## src/hdl/pidvdt_pkg.sv

```systemverilog
package pidvdt_pkg;

    localparam int RATE_W     = 16;
    localparam int MS_W       = 16;
    localparam int GAIN_W     = 16;
    localparam int CFG_IDX_W  = 2;
    localparam int CFG_DATA_W = 16;

    localparam int ERR_W   = 17;
    localparam int DIFF_W  = 18;
    localparam int EMAG_W  = 16;
    localparam int DMAG_W  = 17;
    localparam int DNUM_W  = 27;
    localparam int INTEG_W = 48;
    localparam int IPROD_W = INTEG_W + GAIN_W;
    localparam int SUM_W   = 57;
    localparam int DRIVE_W = 32;
    localparam int KDIV_W  = 10;
    localparam int KDIG_W  = 2;

    localparam logic [KDIV_W-1:0] MS_PER_S = 10'd1000;

    localparam logic [RATE_W-1:0] TARGET_RST     = 16'h0000;
    localparam logic [GAIN_W-1:0] GAIN_PROP_RST  = 16'd128;
    localparam logic [GAIN_W-1:0] GAIN_INTEG_RST = 16'd51;
    localparam logic [GAIN_W-1:0] GAIN_DERIV_RST = 16'd26;

    localparam logic [INTEG_W-1:0] INTEG_MAX = {1'b0, {(INTEG_W-1){1'b1}}};
    localparam logic [INTEG_W-1:0] INTEG_MIN = {1'b1, {(INTEG_W-1){1'b0}}};

    localparam logic [DRIVE_W-1:0] DRIVE_MAX = {1'b0, {(DRIVE_W-1){1'b1}}};
    localparam logic [DRIVE_W-1:0] DRIVE_MIN = {1'b1, {(DRIVE_W-1){1'b0}}};

    typedef enum logic [CFG_IDX_W-1:0] {
        CFG_TARGET_RATE = 2'd0,
        CFG_GAIN_PROP   = 2'd1,
        CFG_GAIN_INTEG  = 2'd2,
        CFG_GAIN_DERIV  = 2'd3
    } t_cfg_reg;

endpackage

```

## src/hdl/pidvdt_mul.sv

```systemverilog
module pidvdt_mul #(
    parameter int A_W = 16,
    parameter int B_W = 16
) (
    input  logic             i_clk,
    input  logic             i_rst_n,
    input  logic             i_start,
    input  logic [A_W-1:0]   i_a,
    input  logic [B_W-1:0]   i_b,
    output logic [A_W+B_W-1:0] o_prod,
    output logic             o_done
);

    localparam int P_W   = A_W + B_W;
    localparam int CNT_W = $clog2(B_W + 1);

    logic [CNT_W-1:0] r_cnt;
    logic [A_W-1:0]   r_a;
    logic [B_W-1:0]   r_b;
    logic [P_W-1:0]   r_acc;
    logic [P_W-1:0]   n_acc;

    // Multiplier bits are taken most significant first, one per cycle.
    always_comb begin
        n_acc = {r_acc[P_W-2:0], 1'b0} + (r_b[B_W-1] ? P_W'(r_a) : '0);
    end

    always_ff @(posedge i_clk) begin
        if (!i_rst_n) begin
            r_cnt <= '0;
        end else if (i_start) begin
            r_cnt <= CNT_W'(B_W);
        end else if (r_cnt != '0) begin
            r_cnt <= r_cnt - CNT_W'(1);
        end
    end

    always_ff @(posedge i_clk) begin
        if (i_start) begin
            r_a   <= i_a;
            r_b   <= i_b;
            r_acc <= '0;
        end else if (r_cnt != '0) begin
            r_acc <= n_acc;
            r_b   <= {r_b[B_W-2:0], 1'b0};
        end
    end

    assign o_prod = r_acc;
    assign o_done = (r_cnt == '0);

endmodule

```

## src/hdl/pidvdt_div.sv

```systemverilog
module pidvdt_div #(
    parameter int N_W   = 27,
    parameter int D_W   = 16,
    parameter int DIG_W = 1
) (
    input  logic           i_clk,
    input  logic           i_rst_n,
    input  logic           i_start,
    input  logic [N_W-1:0] i_num,
    input  logic [D_W-1:0] i_den,
    output logic [N_W-1:0] o_quo,
    output logic           o_done
);

    localparam int STEPS = N_W / DIG_W;
    localparam int CNT_W = $clog2(STEPS + 1);

    logic [CNT_W-1:0] r_cnt;
    logic [N_W-1:0]   r_num;
    logic [D_W-1:0]   r_den;
    logic [D_W-1:0]   r_rem;
    logic [N_W-1:0]   n_num;
    logic [D_W-1:0]   n_rem;
    logic [D_W:0]     step_wide;

    // Restoring division: the dividend shifts out at the top while the
    // quotient bits shift in at the bottom of the same register.
    always_comb begin
        n_rem     = r_rem;
        n_num     = r_num;
        step_wide = '0;
        for (int k = 0; k < DIG_W; k++) begin
            step_wide = {n_rem, n_num[N_W-1]};
            n_num     = {n_num[N_W-2:0], 1'b0};
            if (step_wide >= {1'b0, r_den}) begin
                step_wide = step_wide - {1'b0, r_den};
                n_num[0]  = 1'b1;
            end
            n_rem = step_wide[D_W-1:0];
        end
    end

    always_ff @(posedge i_clk) begin
        if (!i_rst_n) begin
            r_cnt <= '0;
        end else if (i_start) begin
            r_cnt <= CNT_W'(STEPS);
        end else if (r_cnt != '0) begin
            r_cnt <= r_cnt - CNT_W'(1);
        end
    end

    always_ff @(posedge i_clk) begin
        if (i_start) begin
            r_num <= i_num;
            r_den <= i_den;
            r_rem <= '0;
        end else if (r_cnt != '0) begin
            r_num <= n_num;
            r_rem <= n_rem;
        end
    end

    assign o_quo  = r_num;
    assign o_done = (r_cnt == '0);

endmodule

```

## src/hdl/pid_controller_variable_dt.sv

```systemverilog
// PID rate controller with a variable sample interval. Each input transfer
// carries a signed gyro rate sample and the milliseconds since the previous
// sample; each one yields exactly one result transfer holding the saturated
// 32-bit drive and two flags. The block works on one item at a time, and once
// an item's result appears at the output register, the next item may be
// transferred in while the result waits. The work is done by the shift-and-add
// multipliers, which consume one gain or interval bit per cycle, and by the
// divider that divides the integral term by 1000 two quotient bits per cycle
// over a 64-bit product; the derivative divider runs alongside the first two
// multiplier passes. Gains and the setpoint are written through the plain
// write port and should only be changed while no item is in flight.
module pid_controller_variable_dt (
    input  logic                               i_clk,
    input  logic                               i_rst_n,
    input  logic                               i_cfg_we,
    input  logic [pidvdt_pkg::CFG_IDX_W-1:0]   i_cfg_index,
    input  logic [pidvdt_pkg::CFG_DATA_W-1:0]  i_cfg_data,
    input  logic                               i_in_valid,
    output logic                               o_in_ready,
    input  logic signed [pidvdt_pkg::RATE_W-1:0] i_rate_sample,
    input  logic [pidvdt_pkg::MS_W-1:0]        i_elapsed_ms,
    output logic                               o_out_valid,
    input  logic                               i_out_ready,
    output logic signed [pidvdt_pkg::DRIVE_W-1:0] o_drive,
    output logic                               o_drive_saturated,
    output logic                               o_zero_interval
);

    localparam int ERR_W   = pidvdt_pkg::ERR_W;
    localparam int DIFF_W  = pidvdt_pkg::DIFF_W;
    localparam int EMAG_W  = pidvdt_pkg::EMAG_W;
    localparam int DMAG_W  = pidvdt_pkg::DMAG_W;
    localparam int DNUM_W  = pidvdt_pkg::DNUM_W;
    localparam int GAIN_W  = pidvdt_pkg::GAIN_W;
    localparam int MS_W    = pidvdt_pkg::MS_W;
    localparam int INTEG_W = pidvdt_pkg::INTEG_W;
    localparam int IPROD_W = pidvdt_pkg::IPROD_W;
    localparam int SUM_W   = pidvdt_pkg::SUM_W;
    localparam int DRIVE_W = pidvdt_pkg::DRIVE_W;
    localparam int EPROD_W = EMAG_W + MS_W;
    localparam int PPROD_W = EMAG_W + GAIN_W;
    localparam int DPROD_W = DNUM_W + GAIN_W;
    localparam int Q_W     = SUM_W - 8;

    typedef enum logic [3:0] {
        S_IDLE, S_PREP, S_MUL1, S_INTEG, S_IABS, S_MUL2, S_DIVK, S_SUM1, S_SUM2, S_SAT
    } t_state;

    t_state r_state;

    logic [pidvdt_pkg::RATE_W-1:0] r_target_rate;
    logic [GAIN_W-1:0]  r_gain_prop;
    logic [GAIN_W-1:0]  r_gain_integ;
    logic [GAIN_W-1:0]  r_gain_deriv;

    logic [INTEG_W-1:0] r_integ;
    logic [ERR_W-1:0]   r_prev;
    logic [ERR_W-1:0]   r_err;
    logic [MS_W-1:0]    r_ms;
    logic               r_zero;
    logic               r_e_neg;
    logic               r_d_neg;
    logic               r_i_neg;
    logic [SUM_W-1:0]   r_sum;

    logic               r_out_valid;
    logic [DRIVE_W-1:0] r_drive;
    logic               r_drive_sat;
    logic               r_zero_int;

    logic [ERR_W-1:0]   n_err;
    logic [DIFF_W-1:0]  diff;
    logic [ERR_W-1:0]   err_neg;
    logic [DIFF_W-1:0]  diff_neg;
    logic [EMAG_W-1:0]  e_mag;
    logic [DMAG_W-1:0]  d_mag;
    logic [DNUM_W-1:0]  d_num;
    logic [EPROD_W+1:0] ems_term;
    logic [INTEG_W:0]   integ_sum;
    logic [INTEG_W-1:0] n_integ;
    logic [INTEG_W-1:0] i_mag;
    logic [SUM_W-1:0]   p_term;
    logic [SUM_W-1:0]   i_term;
    logic [SUM_W-1:0]   d_term;
    logic [Q_W-1:0]     q;
    logic               n_sat;
    logic [DRIVE_W-1:0] n_drive;
    logic               out_free;

    logic               start1;
    logic               start2;
    logic               start3;

    logic [EPROD_W-1:0] p_ems;
    logic [PPROD_W-1:0] p_kp;
    logic [IPROD_W-1:0] p_ki;
    logic [DPROD_W-1:0] p_kd;
    logic [DNUM_W-1:0]  q_d;
    logic [IPROD_W-1:0] q_k;
    logic               ems_done;
    logic               kp_done;
    logic               ki_done;
    logic               kd_done;
    logic               dd_done;
    logic               dk_done;

    assign o_in_ready        = (r_state == S_IDLE);
    assign o_out_valid       = r_out_valid;
    assign o_drive           = r_drive;
    assign o_drive_saturated = r_drive_sat;
    assign o_zero_interval   = r_zero_int;

    assign start1   = (r_state == S_PREP);
    assign start2   = (r_state == S_IABS);
    assign start3   = (r_state == S_MUL2) && ki_done && dd_done;
    assign out_free = !r_out_valid || i_out_ready;

    always_comb begin
        n_err    = {r_target_rate[pidvdt_pkg::RATE_W-1], r_target_rate}
                 - {i_rate_sample[pidvdt_pkg::RATE_W-1], i_rate_sample};
        diff     = {r_err[ERR_W-1], r_err} - {r_prev[ERR_W-1], r_prev};
        err_neg  = -r_err;
        diff_neg = -diff;
        e_mag    = r_err[ERR_W-1] ? err_neg[EMAG_W-1:0] : r_err[EMAG_W-1:0];
        d_mag    = diff[DIFF_W-1] ? diff_neg[DMAG_W-1:0] : diff[DMAG_W-1:0];
        // Multiply by 1000 as 1024 - 16 - 8.
        d_num    = (DNUM_W'(d_mag) << 10) - (DNUM_W'(d_mag) << 4) - (DNUM_W'(d_mag) << 3);

        ems_term  = r_e_neg ? -{2'b00, p_ems} : {2'b00, p_ems};
        integ_sum = {r_integ[INTEG_W-1], r_integ}
                  + {{(INTEG_W-EPROD_W-1){ems_term[EPROD_W+1]}}, ems_term};
        if (integ_sum[INTEG_W] != integ_sum[INTEG_W-1]) begin
            n_integ = integ_sum[INTEG_W] ? pidvdt_pkg::INTEG_MIN : pidvdt_pkg::INTEG_MAX;
        end else begin
            n_integ = integ_sum[INTEG_W-1:0];
        end
        i_mag = r_integ[INTEG_W-1] ? -r_integ : r_integ;

        p_term = r_e_neg ? -SUM_W'(p_kp) : SUM_W'(p_kp);
        i_term = r_i_neg ? -q_k[SUM_W-1:0] : q_k[SUM_W-1:0];
        d_term = r_d_neg ? -SUM_W'(p_kd) : SUM_W'(p_kd);

        q     = r_sum[SUM_W-1:8];
        n_sat = !((&q[Q_W-1:DRIVE_W-1]) || !(|q[Q_W-1:DRIVE_W-1]));
        if (n_sat) begin
            n_drive = q[Q_W-1] ? pidvdt_pkg::DRIVE_MIN : pidvdt_pkg::DRIVE_MAX;
        end else begin
            n_drive = q[DRIVE_W-1:0];
        end
    end

    always_ff @(posedge i_clk) begin
        if (!i_rst_n) begin
            r_target_rate <= pidvdt_pkg::TARGET_RST;
            r_gain_prop   <= pidvdt_pkg::GAIN_PROP_RST;
            r_gain_integ  <= pidvdt_pkg::GAIN_INTEG_RST;
            r_gain_deriv  <= pidvdt_pkg::GAIN_DERIV_RST;
        end else if (i_cfg_we) begin
            case (pidvdt_pkg::t_cfg_reg'(i_cfg_index))
                pidvdt_pkg::CFG_TARGET_RATE: begin
                    r_target_rate <= i_cfg_data;
                end
                pidvdt_pkg::CFG_GAIN_PROP: begin
                    r_gain_prop <= i_cfg_data;
                end
                pidvdt_pkg::CFG_GAIN_INTEG: begin
                    r_gain_integ <= i_cfg_data;
                end
                pidvdt_pkg::CFG_GAIN_DERIV: begin
                    r_gain_deriv <= i_cfg_data;
                end
                default: begin
                end
            endcase
        end
    end

    always_ff @(posedge i_clk) begin
        if (!i_rst_n) begin
            r_state     <= S_IDLE;
            r_out_valid <= 1'b0;
            r_integ     <= '0;
            r_prev      <= '0;
        end else begin
            if (r_out_valid && i_out_ready && (r_state != S_SAT)) begin
                r_out_valid <= 1'b0;
            end
            case (r_state)
                S_IDLE: begin
                    if (i_in_valid) begin
                        r_state <= S_PREP;
                    end
                end
                S_PREP: begin
                    r_prev  <= r_err;
                    r_state <= S_MUL1;
                end
                S_MUL1: begin
                    if (ems_done && kp_done) begin
                        r_state <= S_INTEG;
                    end
                end
                S_INTEG: begin
                    r_integ <= n_integ;
                    r_state <= S_IABS;
                end
                S_IABS: begin
                    r_state <= S_MUL2;
                end
                S_MUL2: begin
                    if (ki_done && dd_done) begin
                        r_state <= S_DIVK;
                    end
                end
                S_DIVK: begin
                    if (dk_done && kd_done) begin
                        r_state <= S_SUM1;
                    end
                end
                S_SUM1: begin
                    r_state <= S_SUM2;
                end
                S_SUM2: begin
                    r_state <= S_SAT;
                end
                S_SAT: begin
                    if (out_free) begin
                        r_out_valid <= 1'b1;
                        r_drive     <= n_drive;
                        r_drive_sat <= n_sat;
                        r_zero_int  <= r_zero;
                        r_state     <= S_IDLE;
                    end
                end
                default: begin
                    r_state <= S_IDLE;
                end
            endcase
        end
    end

    always_ff @(posedge i_clk) begin
        if (r_state == S_IDLE && i_in_valid) begin
            r_err  <= n_err;
            r_ms   <= i_elapsed_ms;
            r_zero <= (i_elapsed_ms == '0);
        end
        if (r_state == S_PREP) begin
            r_e_neg <= r_err[ERR_W-1];
            r_d_neg <= diff[DIFF_W-1];
        end
        if (r_state == S_IABS) begin
            r_i_neg <= r_integ[INTEG_W-1];
        end
        if (r_state == S_SUM1) begin
            r_sum <= p_term + i_term;
        end
        if (r_state == S_SUM2) begin
            r_sum <= r_sum + d_term;
        end
    end

    pidvdt_mul #(.A_W(EMAG_W), .B_W(MS_W)) u_mul_ems (
        .i_clk   (i_clk),
        .i_rst_n (i_rst_n),
        .i_start (start1),
        .i_a     (e_mag),
        .i_b     (r_ms),
        .o_prod  (p_ems),
        .o_done  (ems_done)
    );

    pidvdt_mul #(.A_W(EMAG_W), .B_W(GAIN_W)) u_mul_kp (
        .i_clk   (i_clk),
        .i_rst_n (i_rst_n),
        .i_start (start1),
        .i_a     (e_mag),
        .i_b     (r_gain_prop),
        .o_prod  (p_kp),
        .o_done  (kp_done)
    );

    pidvdt_div #(.N_W(DNUM_W), .D_W(MS_W), .DIG_W(1)) u_div_d (
        .i_clk   (i_clk),
        .i_rst_n (i_rst_n),
        .i_start (start1),
        .i_num   (d_num),
        .i_den   (r_ms),
        .o_quo   (q_d),
        .o_done  (dd_done)
    );

    pidvdt_mul #(.A_W(INTEG_W), .B_W(GAIN_W)) u_mul_ki (
        .i_clk   (i_clk),
        .i_rst_n (i_rst_n),
        .i_start (start2),
        .i_a     (i_mag),
        .i_b     (r_gain_integ),
        .o_prod  (p_ki),
        .o_done  (ki_done)
    );

    pidvdt_div #(
        .N_W   (IPROD_W),
        .D_W   (pidvdt_pkg::KDIV_W),
        .DIG_W (pidvdt_pkg::KDIG_W)
    ) u_div_k (
        .i_clk   (i_clk),
        .i_rst_n (i_rst_n),
        .i_start (start3),
        .i_num   (p_ki),
        .i_den   (pidvdt_pkg::MS_PER_S),
        .o_quo   (q_k),
        .o_done  (dk_done)
    );

    pidvdt_mul #(.A_W(DNUM_W), .B_W(GAIN_W)) u_mul_kd (
        .i_clk   (i_clk),
        .i_rst_n (i_rst_n),
        .i_start (start3),
        .i_a     (r_zero ? '0 : q_d),
        .i_b     (r_gain_deriv),
        .o_prod  (p_kd),
        .o_done  (kd_done)
    );

endmodule

```

## config.mk

```make
export PLATFORM = sky130hd
export DESIGN_NAME = pid_controller_variable_dt
export DESIGN_NICKNAME = d
export VERILOG_FILES = /design/src/hdl/pidvdt_pkg.sv /design/src/hdl/pidvdt_mul.sv /design/src/hdl/pidvdt_div.sv /design/src/hdl/pid_controller_variable_dt.sv
export SDC_FILE = /design/constraint.sdc
export NUM_CORES = 2
export LEC_CHECK = 0
export ABC_CLOCK_PERIOD_IN_PS = 10500
export BUFFER_PORTS_ARGS = -buffer_cell sky130_fd_sc_hd__buf_4
export CAP_MARGIN = 40
export CORE_ASPECT_RATIO = 1.4
export CORE_MARGIN = 2
export CORE_UTILIZATION = 60
export CTS_CLUSTER_SIZE = 8
export DETAILED_ROUTE_END_ITERATION = 8
export PLACE_DENSITY = 0.85
export SLEW_MARGIN = 20
export SYNTH_ARGS = -nofsm -noshare
export SYNTH_HDL_FRONTEND = slang
export SYNTH_HIERARCHICAL = 1
export SYNTH_SLANG_ARGS = --single-unit
```

## constraint.sdc

```tcl
create_clock -name i_clk -period 10.5 [get_ports i_clk]
set_clock_uncertainty 0.1 [all_clocks]
set_input_delay 0 -clock i_clk [delete_from_list [all_inputs] [get_ports i_clk]]
set_output_delay 0 -clock i_clk [all_outputs]
set_load 0.03 [all_outputs]
```

==> impl_metrics.yaml <==
run_status:
  status: "finished, final reports clean"
cts:
  clk_pin_slew_ns: 0.05
  cts_sinks: 778
  cts_buffers: 107
  cts_max_path_buffers: 3
  clock-root-buffer: "clkbuf_16"
  clk_latency_ns: 0.74
  cts_tree: "done"
  postCtsSetupBuffers: 0
  htreeDepth: 3
  holdBufCountCts: 104
  cts_resized: 0
timing:
  tightestPinTransition_ns: 0.990
  finalSetupViolCount: 0
  hold_viol_final: 0
  fmax_mhz: 138
  report.final.slew_viol_count: 0
  slew_headroom_pct: 32.3
  rsz0062_at_grt: "no"
  min_period_ns: 7.24
  min_period_over_period_pct: 69.0
  setup_tns_ns: 0
synthesis:
  yosys_most_used_dff: "edfxtp_1"
  avgSynthCellArea_sq_um: 8.88
  netlist_area_sq_um: 56500
  synth.most_common_cell: "nand2_1"
  synth_warnings: 6
  ys_ff_latch: 778
  syn-instance-count: 6363
  yosysUniqueCellTypes: 120
  synth-edff-count: 416
  synth_largest_area_cell: "edfxtp_1"
  synth.top_cell.area_share_pct: 22.1
  async_flop_share_pct: 0
  netlist_top_cells_area: "edfxtp_1 22%, dfxtp_1 13%, ha_1 8.5%"
  synthTopCellsByCount: "702 x nand2_1, 478 x a21oi_1, 426 x xnor2_1"
  ys_seq_area_share_pct: 34.9
grt:
  antenna_found_initial: 4
  grt_pass1_wl_um: 243000
  grt_pass1_vias: 48058
  grt_overflow: 0
  grt_max_degree: 153
  grt_usage_pct: 30.4
run:
  maxCapViolCount: 0
hold_path:
  hold_path_class: "in2reg"
drt:
  dr_wl_met3_um: 8470
  wirelength_um: 152000
  drc: 0
  vias_per_cell: 6.35
  route.vias.total: 49130
  wl_per_cell_um: 19.6
  top_layer: "met5"
  ant_nets: 0
  route.met2.wl_um: 75800
  wl_met1_um: 59400
  firstDrtPassIters: 7
  drtIter0Drc: 4513
place:
  io_buffers: 90
  globalplace.congestion: 0.998
  dp_hpwl_um: 106000
floorplan:
  io_pins: 91
  die_area_sq_um: 96700
  start_util_pct: 60.3
  die_y_um: 367
  rows: 133
  core_region_area_sq_um: 93700
  fp.dieW_um: 263
setup_path:
  cp.required_ns: 10.93
  cp-end-kind: "flop"
  crit_path_max_fanout: 39
  worst-endpoint-arrival_ns: 7.67
  path_class: "reg2reg"
  startpoint_type: "flop"
finish:
  nFillCells: 7118
  area_growth_pct: 10.2
  fin_nets: 6888
  drive_gt1_share_pct: 8.31
-- cells in the final DEF (no fill, tap or decap), types with 107 or more instances in the layout --
master     count
buf_4        132
a21o_1       203
dfxtp_1      362
inv_1        228
mux2_2       156
nor2_1       397
nand3_1      143
clkbuf_16    107
a21oi_1      478
and2_1       134
edfxtp_1     416
nand2_1      702
xor2_1       147
xnor2_1      425
o21ai_0      386
ha_1         383
-- final timing paths --
check | end | startpoint | depth (start not counted) | slack (ns)
worst max-delay path | r_integ[18]$_SDFFE_PN0P_ | u_mul_ems/o_prod[1]$_SDFFE_PP0N_ | 22 | 3.26
worst min-delay path | r_gain_deriv[4]$_SDFFE_PN1P_ | i_cfg_data[4] | 4 | 0.05
worst max register to register | r_integ[18]$_SDFFE_PN0P_ | u_mul_ems/o_prod[1]$_SDFFE_PP0N_ | 22 | 3.26
worst min register to register | u_div_d/r_den[8]$_DFFE_PP_ | r_ms[8]$_DFFE_PP_ | 0 | 0.35
-- registers in the layout (all words and copies together), names as in the netlist, 32 cells and up --
name,flops
u_div_k/o_quo,64
u_mul_ki/o_prod,64
r_sum,57
r_integ,48
u_mul_ki/r_a,48
u_mul_kd/o_prod,43
o_drive,32
u_mul_ems/o_prod,32
u_mul_kp/o_prod,32
-- through the flow --
step                      util [%]  std cells  setup slack, ns  area [sq um]  hold slack [ns]
final                         66.5       7740             3.26         62300           0.0477
after floorplan                  -       6374             3.70         56600         -0.00113
after global routing          66.5       7739             2.93         62300           0.0378
after detailed placement      61.9       7429             3.36         58000           0.0901
after global placement        61.8       7421             3.47         57900           0.0903
after CTS                     66.4       7730             3.28         62200           0.0130
-- per-layer routing --
layer,up-vias,global-route usage (%)
met3,522,4.43
met4,2,16.4
met1,23362,34.8
li1,23450,-
met5,-,0
met2,1794,54.5
-- worst max-delay path, stage by stage (launching register included) --
cell	delay (ns)
dfxtp_1	0.35
inv_1	0.10
nand2_1	0.06
or4_1	0.42
or2_1	0.27
or3_1	0.37
or3_1	0.34
or4_1	0.48
or4_1	0.55
nand2b_1	0.23
o41a_1	0.63
ha_1	0.50
a21o_1	0.19
a21o_1	0.19
a21oi_1	0.15
o21ai_0	0.10
a21o_1	0.20
a31oi_1	0.31
o21ai_0	0.22
xnor2_2	0.47
buf_4	0.48
maj3_1	0.23
a21oi_1	0.09
-- layout make-up --
cell class / count / area (sq um) / area share [%]
Antenna cell: 3 / 7.51 / 0.0121
Sequential cell: 778 / 19700 / 31.7
Clock buffer: 189 / 2990 / 4.79
Timing Repair Buffer: 249 / 2240 / 3.60
Multi-Input combinational cell: 5062 / 34800 / 55.8
Inverter: 236 / 891 / 1.43
Clock inverter: 8 / 149 / 0.239
Tap cell: 1215 / 1520 / 2.44
-- cells by family (layout without fill, tap and decap cells) --
group,Yosys count,after routing,synth area share [%]
other cells,2,16,0.0133
buf+inv,534,682,3.73
flops,778,778,34.9
simple gates,1993,1993,17.2
compound gates,1857,1857,21.8
mux,180,180,3.53
xor+xnor,573,573,8.88
fa+ha+maj,446,446,9.88
Power is not shown: default switching activity piles up to over one toggle a cycle in this logic, so the estimate is an artifact.
